File: src/rtl/bptc_pkg.sv
// bptc_pkg: shared types, constants and helpers for the pressure/temperature compensation core
// no dependencies; imported by bptc_ctrl, bptc_dp and the top level
`timescale 1ns / 1ps

package bptc_pkg;

    localparam int CfgIdxW  = 3;
    localparam int CfgDataW = 16;
    localparam int RawW     = 24;
    localparam int PresW    = 32;
    localparam int TempW    = 20;
    localparam int MulW     = 33;
    localparam int ProdW    = 2 * MulW;

    localparam logic [CfgIdxW-1:0] REG_C1      = 3'd0;
    localparam logic [CfgIdxW-1:0] REG_C2      = 3'd1;
    localparam logic [CfgIdxW-1:0] REG_C3      = 3'd2;
    localparam logic [CfgIdxW-1:0] REG_C4      = 3'd3;
    localparam logic [CfgIdxW-1:0] REG_C5      = 3'd4;
    localparam logic [CfgIdxW-1:0] REG_C6      = 3'd5;
    localparam logic [CfgIdxW-1:0] REG_VARIANT = 3'd6;

    localparam logic OP_TEMP = 1'b0;
    localparam logic OP_PRES = 1'b1;

    // floor(x * RECIP10 / 2^35) == floor(x / 10) for x below 2^32
    localparam logic signed [MulW-1:0] RECIP10 = 33'sh0_CCCC_CCCD;

    typedef enum logic [4:0] {
        STEP_NONE,
        STEP_T1, STEP_T2, STEP_T3, STEP_T4, STEP_T5,
        STEP_P1, STEP_P2, STEP_P3, STEP_P4, STEP_P5, STEP_P6,
        STEP_P7, STEP_P8, STEP_P9, STEP_P10, STEP_P11,
        STEP_EMIT
    } step_t;

    typedef struct packed {
        logic  load;
        step_t step;
    } cmd_t;

    typedef struct packed {
        logic filt_valid;
        logic out_space;
    } status_t;

    // signed division by 2^k, truncating toward zero
    function automatic logic signed [ProdW-1:0] sdiv_pow2(input logic signed [ProdW-1:0] x,
                                                          input int unsigned k);
        logic signed [ProdW-1:0] bias;
        bias = x[ProdW-1] ? ((66'sd1 <<< k) - 66'sd1) : '0;
        return (x + bias) >>> k;
    endfunction

endpackage

File: src/rtl/bptc_ctrl.sv
// bptc_ctrl: sequencer for the compensation datapath
// depends on bptc_pkg
`timescale 1ns / 1ps

module bptc_ctrl (
    input  logic              clk,
    input  logic              rst_n,
    input  logic              in_valid,
    output logic              in_ready,
    input  logic              operation,
    input  bptc_pkg::status_t status,
    output bptc_pkg::cmd_t    cmd
);
    import bptc_pkg::*;

    typedef enum logic [4:0] {
        S_IDLE,
        S_T1, S_T2, S_T3, S_T4, S_T5,
        S_P1, S_P2, S_P3, S_P4, S_P5, S_P6,
        S_P7, S_P8, S_P9, S_P10, S_P11,
        S_OUT
    } state_t;

    state_t state_reg, state_next;
    step_t  step_reg;
    logic   accept;

    function automatic step_t step_of(input state_t s);
        step_t r;
        unique case (s)
            S_T1:    r = STEP_T1;
            S_T2:    r = STEP_T2;
            S_T3:    r = STEP_T3;
            S_T4:    r = STEP_T4;
            S_T5:    r = STEP_T5;
            S_P1:    r = STEP_P1;
            S_P2:    r = STEP_P2;
            S_P3:    r = STEP_P3;
            S_P4:    r = STEP_P4;
            S_P5:    r = STEP_P5;
            S_P6:    r = STEP_P6;
            S_P7:    r = STEP_P7;
            S_P8:    r = STEP_P8;
            S_P9:    r = STEP_P9;
            S_P10:   r = STEP_P10;
            S_P11:   r = STEP_P11;
            S_OUT:   r = STEP_EMIT;
            default: r = STEP_NONE;
        endcase
        return r;
    endfunction

    assign in_ready = (state_reg == S_IDLE);
    assign accept   = in_valid && in_ready;
    assign cmd.load = accept;
    assign cmd.step = step_reg;

    always_comb
    begin
        state_next = state_reg;
        unique case (state_reg)
            S_IDLE:
            begin
                if (accept)
                begin
                    if (operation == OP_TEMP)
                        state_next = S_T1;
                    else if (status.filt_valid)
                        state_next = S_P1;
                end
            end
            S_T1:  state_next = S_T2;
            S_T2:  state_next = S_T3;
            S_T3:  state_next = status.filt_valid ? S_T4 : S_IDLE;
            S_T4:  state_next = S_T5;
            S_T5:  state_next = S_IDLE;
            S_P1:  state_next = S_P2;
            S_P2:  state_next = S_P3;
            S_P3:  state_next = S_P4;
            S_P4:  state_next = S_P5;
            S_P5:  state_next = S_P6;
            S_P6:  state_next = S_P7;
            S_P7:  state_next = S_P8;
            S_P8:  state_next = S_P9;
            S_P9:  state_next = S_P10;
            S_P10: state_next = S_P11;
            S_P11: state_next = S_OUT;
            S_OUT: state_next = status.out_space ? S_IDLE : S_OUT;
            default: state_next = S_IDLE;
        endcase
    end

    always_ff @(posedge clk or negedge rst_n)
    begin
        if (!rst_n)
        begin
            state_reg <= S_IDLE;
            step_reg  <= STEP_NONE;
        end
        else
        begin
            state_reg <= state_next;
            step_reg  <= step_of(state_next);
        end
    end

endmodule

File: config.mk
export PLATFORM = sky130hd
export DESIGN_NAME = bptc_ctrl
export DESIGN_NICKNAME = d
export VERILOG_FILES = /design/src/rtl/bptc_pkg.sv /design/src/rtl/bptc_ctrl.sv
export SDC_FILE = /design/constraint.sdc
export NUM_CORES = 1
export LEC_CHECK = 0
export BUFFER_PORTS_ARGS = -buffer_cell sky130_fd_sc_hd__buf_4
export CAP_MARGIN = 0
export CORE_AREA = 10 10 47 49
export CTS_BUF_LIST = sky130_fd_sc_hd__clkbuf_8
export DETAILED_ROUTE_END_ITERATION = 16
export DIE_AREA = 0 0 57 59
export MAX_ROUTING_LAYER = met4
export PLACE_DENSITY_LB_ADDON = 0.15
export SLEW_MARGIN = 10
export SYNTH_ARGS = -nofsm -noshare
export SYNTH_HDL_FRONTEND = slang
export SYNTH_SLANG_ARGS = --single-unit
export TNS_END_PERCENT = 5
File: constraint.sdc
create_clock -name clk -period 1.5 [get_ports clk]
set_input_delay 0.15 -clock clk [delete_from_list [all_inputs] [get_ports clk]]
set_output_delay 0.15 -clock clk [all_outputs]
set_load 0.005 [all_outputs]
==> reports/metrics.cfg, run 1 <==
[status]
outcome = complete, but fails checks
violations = setup timing

[route]
drtIter0Drc = 7
drcViolationCount = 0
firstDrtPassIters = 2
routed_wl_um = 1111
vias_per_cell = 5.063
wl_per_cell_um = 13.89
vias = 405
antenna_left = 0

[place]
dp.cells = 72
io_buffers = 12
dpl-instance-area_um2 = 591.8
globalplace.congestion = 0.8248
dp_hpwl_um = 789.8

[clock_tree]
clk_latency_ps = 240
clock-root-buffer = clkbuf_8
cts_num_sinks = 10
clockBufferDepth = 2
clkTransAtPathRegs_ps = 50
cts_buffers = 3
htree_levels = 1
cts_tree = done

[logic_synthesis]
synthFlopType = dfrtp_1
async_flop_share_pct = 100.0
synth_edf_count = 0
synth-seq-cells = 10
syn_nets = 51
synth_cell_types = 24
netlist_area_um2 = 488.0
synth_top_area_cell = dfrtp_1
synthCells = 45
ys_seq_area_share_pct = 51.28
synth_warnings = 0
synth_top_area_share_pct = 51.28
syn_avg_cell_area_um2 = 10.84
yosys-top-cells-area = dfrtp_1, a211o_2, nor2_1

[cells_and_area]
final_nets = 71
diodes = 0
fill_cells = 135
drive_gt1_share_pct = 40.63
postLayoutCellArea_um2 = 683.2
fin_util_pct = 48.75
final-instance-count-excl-fill = 80
syn_to_final_growth_pct = 40.00

[floorplanning]
start_util_pct = 34.82
die_h_um = 59
die_width_um = 57
num_rows = 14
core_area_um2 = 1401
ios = 13
die_area_um2 = 3363

[power]
peakVddDrop_mv = 1.011
clkPwrFrac_pct = 23.4
power_frac_seq_pct = 32.4
p_leak_nw = 0.3196
p_int_uw = 992.2
pwr-share-comb_pct = 44.2
switching_share_pct = 32.94
power.density_nw_per_um2 = 2166
p_switching_uw = 487.4

[grt]
grt_pass1_vias = 430
grt_max_degree = 13
grt_pass1_wl_um = 1911
gr-total-overflow = 0
gr-usage-all-layers_pct = 7.727
antenna_found_initial = 0

[sta]
hold_viol = 0
relSlewSlack_pct = 72.54
hold_ws_ps = 270.9
max_freq_mhz = 653.9
finalCritPeriodShare_pct = 102.0
setup_viol = 2
rsz0062_at_grt = true
worstMarginPinSlew_ps = 401.5
report.final.slew_viol_count = 0
period_needed_ps = 1529
clock_skew_ps = 3.374
fin_ws_ps = -29.27

[setup_path]
reg2reg_from = state_reg[3]
cpMaxStageDelayCell = or3_4
crit_path_cell_trace = or3_4, nor3_4, and2_1, buf_4
r2r-end = state_reg[0]
reg2reg_depth = 5
end_kind = output port
crit_type = register to output port
arrival_ps = 1380
worst_setup_path_start_kind = register
cp_slowest_stage_delay_ps = 400
required_ps = 1350
r2r_slack_ps = 140
cp_max_fo = 2

[min_path]
min_path_type = input pin to async pin

[run]
cap_violations = 0

## per-stage QoR
stage          TNS (ps)  worst slack [ps]  power [mW]
2_1_floorplan         0             76.80      0.8581
3_3_place_gp          0             177.4       1.083
3_5_place_dp          0             163.9       1.076
4_1_cts          -137.3            -84.63       1.492
5_1_grt          -176.0            -102.8       1.582
6_report         -37.15            -29.27       1.480
## worst max path at each step
stage	startpoint	endpoint	slack [ps]	cells past startpoint
floorplan	state_reg[1]	cmd[5]	80	5
detailed placement	state_reg[1]	cmd[5]	160	4
finish	state_reg[2]	cmd[5]	-30	4
CTS	state_reg[1]	cmd[5]	-80	4
global placement	state_reg[1]	cmd[5]	180	4
global route	state_reg[2]	cmd[5]	-100	4
## synthesized netlist by cell type, drive strengths merged (2+ instances only)
| library cell | instances |
|---|---|
| nor2 | 5 |
| nor4b | 2 |
| nand2b | 2 |
| buf | 4 |
| a21oi | 2 |
| nor3 | 2 |
| dfrtp | 10 |
| a211o | 2 |
| o31ai | 2 |
| o21ai | 2 |
| nand2 | 2 |
## area by class of cell
class                      instances  area [um2]  share of cell area [%]
sequential                        10       250.2                   36.63
multi-input combinational         31       209.0                   30.59
timing repair buffer              19       148.9                   21.79
clock buffer                       4       55.05                   8.059
tap                               16       20.02                   2.930
## cell families after synthesis
group                  Yosys count  synth area share (%)
AND/OR/NAND/NOR                 21                 27.95
flip-flops                      10                 51.28
AO/OA/AOI/OAI                    9                 13.08
buffers and inverters            4                 5.898
XOR/XNOR                         1                 1.795
## critical path: cells and delay by family (launching register included)
kind | cells | cell delay (ps)
simple gates | 3 | 660
flops | 1 | 370
buf+inv | 1 | 100
## what timing repair did
action,in CTS,in global routing
hold endpoints to repair,10,0
buffers inserted,3,0
hold buffers,1,0
endpoints found under the setup margin,1,2
cloned,0,0
pin swaps,1,3
gates resized for setup,1,0
## layout by cell type, fill, tap and decap left out
cell type      Yosys  final
buf_4              1     17
dfrtp_1           10     10
nor2_1             5      5
clkbuf_8           0      4
nand2_1            2      2
nor4b_1            2      2
o21ai_0            2      2
o31ai_1            2      2
a21oi_1            2      2
nand2b_1           2      2
a211o_2            2      2
or3_4              1      1
nor3_4             1      1
and4b_1            1      1
nor3_1             1      1
nor3b_1            1      1
nand4_1            1      1
a2111oi_0          1      1
nor2b_1            1      1
nor4_1             1      1
nand3_1            1      1
xor2_1             1      1
and2_1             1      1
dlygate4sd3_1      0      1
buf_6              1      1
## power by group through the flow
| stage | Combinational, mW | Clock [mW] | Sequential (mW) |
|---|---|---|---|
| after floorplan | 0.393 | 0 | 0.465 |
| after global placement | 0.589 | 0 | 0.494 |
| after detailed placement | 0.585 | 0 | 0.491 |
| after CTS | 0.666 | 0.348 | 0.478 |
| after global routing | 0.719 | 0.366 | 0.497 |
| final | 0.655 | 0.346 | 0.479 |
## metal layers
layer,GRT usage [%],wire [um]
met3,5.150,84
met5,-,0
met4,6.040,32
met2,10.70,520
met1,7.466,473
Power figures use the tool's default switching activity.
==> inputs of run 2 (changes only) <==
Clock period 1.5 ns to 1.6 ns, I/O delays scaled along.
==> run 2 against run 1 <==
The flow now finishes without violations. Hold slack improved by 22 ps. Final cell count decreased by 1.3%. Utilization decreased by 0.54 points. Largest cell class unchanged. Largest power group unchanged. Highest routed layer unchanged.
==> reports/metrics.cfg, run 2 (synthesized netlist as in run 1, its figures left out) <==
[status]
outcome = completed

[clock_tree]
clk_latency_ps = 230  ; about the same
clock-root-buffer = clkbuf_8
cts_buffers = 3  ; unchanged
clockBufferDepth = 2  ; unchanged
cts_num_sinks = 10  ; unchanged
htree_levels = 1  ; unchanged
cts_tree = done
clkTransAtPathRegs_ps = 50  ; about the same

[setup_path]
end_kind = output port
crit_type = register to output port
crit_path_cell_trace = or3_4, nor3_4, and2_4, buf_6
cp_num_buf_inv = 1  ; unchanged
cpMaxStageDelayCell = dfrtp_1
cp_slowest_stage_delay_ps = 390  ; about the same
required_ps = 1440  ; +90 ps
crit_family = simple AND/OR/NAND/NOR gates
worst_setup_path_start_kind = register
arrival_ps = 1410  ; +30 ps
cp_max_fo = 2  ; unchanged

[grt]
grt_pass1_wl_um = 1842  ; -3.6%
antenna_found_initial = 0  ; unchanged
gr-total-overflow = 0  ; unchanged
gr-usage-all-layers_pct = 7.313  ; -0.41 points
grt_max_degree = 13  ; unchanged
grt_pass1_vias = 434  ; +0.93%

[route]
wl_met1_um = 432  ; -8.7%
wl_met2_um = 529  ; +1.7%
wl_met3_um = 108  ; +29%
firstDrtPassIters = 4  ; +2
wl_per_cell_um = 13.62  ; -1.9%
antenna_left = 0  ; unchanged
routed.top_layer = met4
vias = 407  ; +0.49%
routed_wl_um = 1076  ; -3.2%
drtIter0Drc = 12  ; +5
drcViolationCount = 0  ; unchanged
vias_per_cell = 5.152  ; +1.8%

[cells_and_area]
drive_gt1_share_pct = 41.27  ; +0.64 points
syn_to_final_growth_pct = 38.46
mostFrequentLayoutCells = buf_4, dfrtp_1, nor2_1
diodes = 0  ; unchanged
final-instance-count-excl-fill = 79  ; -1.3%
final_common_cell = buf_4
fill_cells = 127  ; -5.9%
final_nets = 71  ; unchanged

[sta]
fin_ws_ps = 32.82  ; +62.09 ps
clock_skew_ps = 0.3774  ; -2.996 ps
finalCritPeriodShare_pct = 97.95
relSlewSlack_pct = 72.88  ; +0.34 points
setup_viol = 0  ; -2
rsz0062_at_grt = true
hold_viol = 0  ; unchanged
report.final.slew_viol_count = 0  ; unchanged
worstMarginPinSlew_ps = 406.8  ; +5.239 ps
max_freq_mhz = 638.1
period_needed_ps = 1567

[floorplanning]
die_width_um = 57  ; unchanged
core_area_um2 = 1401  ; unchanged
start_util_pct = 34.82  ; unchanged
num_rows = 14  ; unchanged
die_area_um2 = 3363  ; unchanged
die_h_um = 59  ; unchanged
ios = 13  ; unchanged

[place]
place_ws_ps = 205.0  ; +41.10 ps
dp_hpwl_um = 759.8  ; -3.8%
globalplace.congestion = 0.8347  ; +1.2%
dp.cells = 71  ; -1.4%
io_buffers = 12  ; unchanged

[power]
power.density_nw_per_um2 = 1969  ; -9.1%
p_leak_nw = 0.3145  ; -1.6%
peakVddDrop_mv = 0.7767  ; -23%

[min_path]
min_path_type = input pin to async pin

[run]
cap_violations = 0  ; unchanged

-- run 2: cell count changes in the layout (fill, tap and decap cells not counted), sizes merged --
cell,previous run,this run
clkbuf,4,3
-- run 2: final timing paths --
kind                               from           end  slack [ps]  cells after the start
max                        state_reg[1]        cmd[5]          30                      4
min                               rst_n   step_reg[0]         290                      2
max reg2reg                state_reg[1]  state_reg[0]         180                      5
min reg2reg                state_reg[3]   step_reg[3]         690                      3
max in group asynchronous         rst_n   step_reg[1]        1170                      2
min in group clk              operation   step_reg[0]         330                      4
-- run 2: cell type report --
cell class	instances	area, um2	area share (%)
clock buffer	3	41.29	6.111
tap	16	20.02	2.963
sequential	10	250.2	37.04
multi-input combinational	31	211.5	31.30
timing repair buffer	19	152.6	22.59
-- run 2: metrics by stage --
step	setup TNS [ps]	area [um2]	utilization, %	hold slack, ps	power (mW)
3_3_place_gp	0	584.3	41.70	-4.191	0.9865
2_1_floorplan	0	488.0	-	-135.6	0.8045
3_5_place_dp	0	584.3	41.70	-1.123	0.9856
4_1_cts	0	665.6	47.50	298.3	1.316
6_report	0	675.6	48.21	292.7	1.330
5_1_grt	-24.72	675.6	48.21	309.6	1.440
-- run 2: worst register-to-register path, delay by kind of cell (launching register included) --
kind,cells,cell delay (ps)
buf+inv,2,290
simple gates,1,170
compound gates,2,470
flops,1,390
-- run 2: power by group --
part	switching (mW)	total (mW)	internal [mW]
Combinational	0.262	0.617	0.355
Clock	0.0946	0.259	0.164
Sequential	0.0884	0.455	0.366
Total	0.444	1.33	0.886
-- run 2: repair_timing --
item                                    in CTS  in global routing
gates resized for setup                      0                  3
hold buffers                                 1                  0
endpoints found under the setup margin       1                  2
gates cloned                                 0                  0
setup buffers                                4                  0
hold endpoints to repair                    10                  0
pin swaps                                    1                  3
-- run 2: layer usage --
layer	global-route usage, %	vias to the layer above
li1	-	200
met1	6.951	195
met2	11.47	10
met3	3.648	2
met4	5.034	0
met5	-	-
==> inputs of run 3 (changes only) <==
Settings changed: CTS_BUF_LIST sky130_fd_sc_hd__clkbuf_8 to not set.
==> run 3 against run 2 <==
Clock power is 35% lower. Via count is 2.0% higher. Largest power group unchanged. Critical endpoint unchanged. Largest cell class unchanged. Highest routed layer is now met3. Clock skew hardly changed.
==> reports/metrics.cfg, run 3 (synthesized netlist as in run 1, its figures left out) <==
[status]
outcome = completed

[power]
p_leak_nw = 0.3069  ; -2.4%
p_total_mw = 1.238  ; -6.9%
p_int_uw = 806.9  ; -8.9%
pwr-share-comb_pct = 49.9  ; +3.5 points
switching_share_pct = 34.82  ; +1.4 points
clkPwrFrac_pct = 13.5  ; -6.0 points
power.density_nw_per_um2 = 1885  ; -4.3%
power_frac_seq_pct = 36.5  ; +2.3 points
p_switching_uw = 431.0  ; -3.0%
peakVddDrop_mv = 0.7455  ; -4.0%

[setup_path]
cp_max_fo = 2  ; unchanged
arrival_ps = 1430  ; +20 ps
worst_setup_path_start_kind = register
crit_type = register to output port
end_kind = output port
required_ps = 1440  ; about the same
reg2reg_depth = 5  ; unchanged

[place]
dp_hpwl_um = 759.8  ; unchanged
place_ws_ps = 205.0  ; unchanged
io_buffers = 12  ; unchanged
dp.cells = 71  ; unchanged
globalplace.congestion = 0.8347  ; unchanged

[floorplanning]
num_rows = 14  ; unchanged
die_area_um2 = 3363  ; unchanged
core_area_um2 = 1401  ; unchanged
die_width_um = 57  ; unchanged
ios = 13  ; unchanged
start_util_pct = 34.82  ; unchanged
die_h_um = 59  ; unchanged

[cells_and_area]
diodes = 0  ; unchanged
mostFrequentLayoutCells = buf_4, dfrtp_1, nor2_1
drive_gt1_share_pct = 41.27  ; unchanged
final_nets = 71  ; unchanged
final_common_cell = buf_4
syn_to_final_growth_pct = 34.62
final-instance-count-excl-fill = 79  ; unchanged
fill_cells = 132  ; +3.9%
fin_util_pct = 46.88  ; -1.3 points

[grt]
grt_pass1_vias = 418  ; -3.7%
gr-total-overflow = 0  ; unchanged
gr-usage-all-layers_pct = 7.088  ; -0.22 points
grtUsageMet3_pct = 3.433  ; -0.21 points
top_usage_layer = met2
use_met1_pct = 7.195  ; +0.24 points
grt_pass1_wl_um = 1794  ; -2.6%
grt_max_degree = 13  ; unchanged
antenna_found_initial = 0  ; unchanged
use_met2_pct = 10.54  ; -0.93 points

[route]
drtIter0Drc = 18  ; +6
vias_per_cell = 5.253  ; +2.0%
drcViolationCount = 0  ; unchanged
vias = 415  ; +2.0%
antenna_left = 0  ; unchanged
routed_wl_um = 1051  ; -2.3%
firstDrtPassIters = 4  ; unchanged
wl_per_cell_um = 13.30  ; -2.3%

[sta]
rsz0062_at_grt = true
worstMarginPinSlew_ps = 358.4  ; -48.34 ps
relSlewSlack_pct = 75.49  ; +2.6 points
setup_viol = 0  ; unchanged
hold_viol = 0  ; unchanged
clock_skew_ps = 0.5880  ; +0.2106 ps
max_freq_mhz = 628.2  ; -1.6%
finalCritPeriodShare_pct = 99.50  ; +1.5 points
fin_ws_ps = 8.032  ; -24.79 ps
period_needed_ps = 1592  ; +24.79 ps
report.final.slew_viol_count = 0  ; unchanged

[clock_tree]
htree_levels = 1  ; unchanged
cts_buffers = 3  ; unchanged
cts_tree = done
cts_num_sinks = 10  ; unchanged
clk_latency_ps = 260  ; +30 ps
clock-root-buffer = clkbuf_4
clkTransAtPathRegs_ps = 60  ; about the same
clockBufferDepth = 2  ; unchanged

[run]
cap_violations = 0  ; unchanged

[min_path]
min_path_type = input pin to async pin

## run 3: final timing paths
check	from	end	slack, ps
max	state_reg[2]	cmd[5]	8
min	rst_n	step_reg[0]	260
max reg2reg	state_reg[1]	state_reg[0]	190
min reg2reg	state_reg[3]	step_reg[3]	700
max in group asynchronous	rst_n	state_reg[3]	1200
min in group clk	status[0]	step_reg[0]	300
## run 3: power by group through the flow
| stage | Clock (mW) | Combinational [mW] | Sequential (mW) |
|---|---|---|---|
| 2_1_floorplan | 0 | 0.369 | 0.436 |
| 3_3_place_gp | 0 | 0.517 | 0.469 |
| 3_5_place_dp | 0 | 0.521 | 0.465 |
| 4_1_cts | 0.179 | 0.612 | 0.449 |
| 5_1_grt | 0.188 | 0.686 | 0.472 |
| 6_report | 0.168 | 0.618 | 0.452 |
## run 3: routing by layer
metal,vias to the layer above,wire (um)
met5,-,0
met4,0,0
met3,0,91
met2,15,527
met1,199,432
li1,201,-
## run 3: worst max-delay path: stages (launching register included)
cell and delay [ps]:
dfrtp_1 380, or3_4 410, nor3_4 140, and2_4 160, buf_6 80
## run 3: final cells by class
type	count	area, um2	area share (%)
timing repair buffer	19	152.6	23.24
tap	16	20.02	3.048
multi-input combinational	31	211.5	32.19
clock buffer	3	22.52	3.429
sequential	10	250.2	38.10
## run 3: through the flow
stage	hold WS [ps]	area, um2	setup TNS [ps]
2_1_floorplan	-135.6	488.0	0
3_3_place_gp	-4.191	584.3	0
3_5_place_dp	-1.123	584.3	0
4_1_cts	257.6	650.6	-25.61
5_1_grt	268.0	656.9	-92.03
6_report	261.2	656.9	0
## run 3: repair_timing
action,CTS,global route
pin swaps,2,3
gates resized for setup,1,2
hold buffers,1,0
endpoints found under the setup margin,1,2
endpoints found under the hold margin,10,0
buffers inserted,4,0
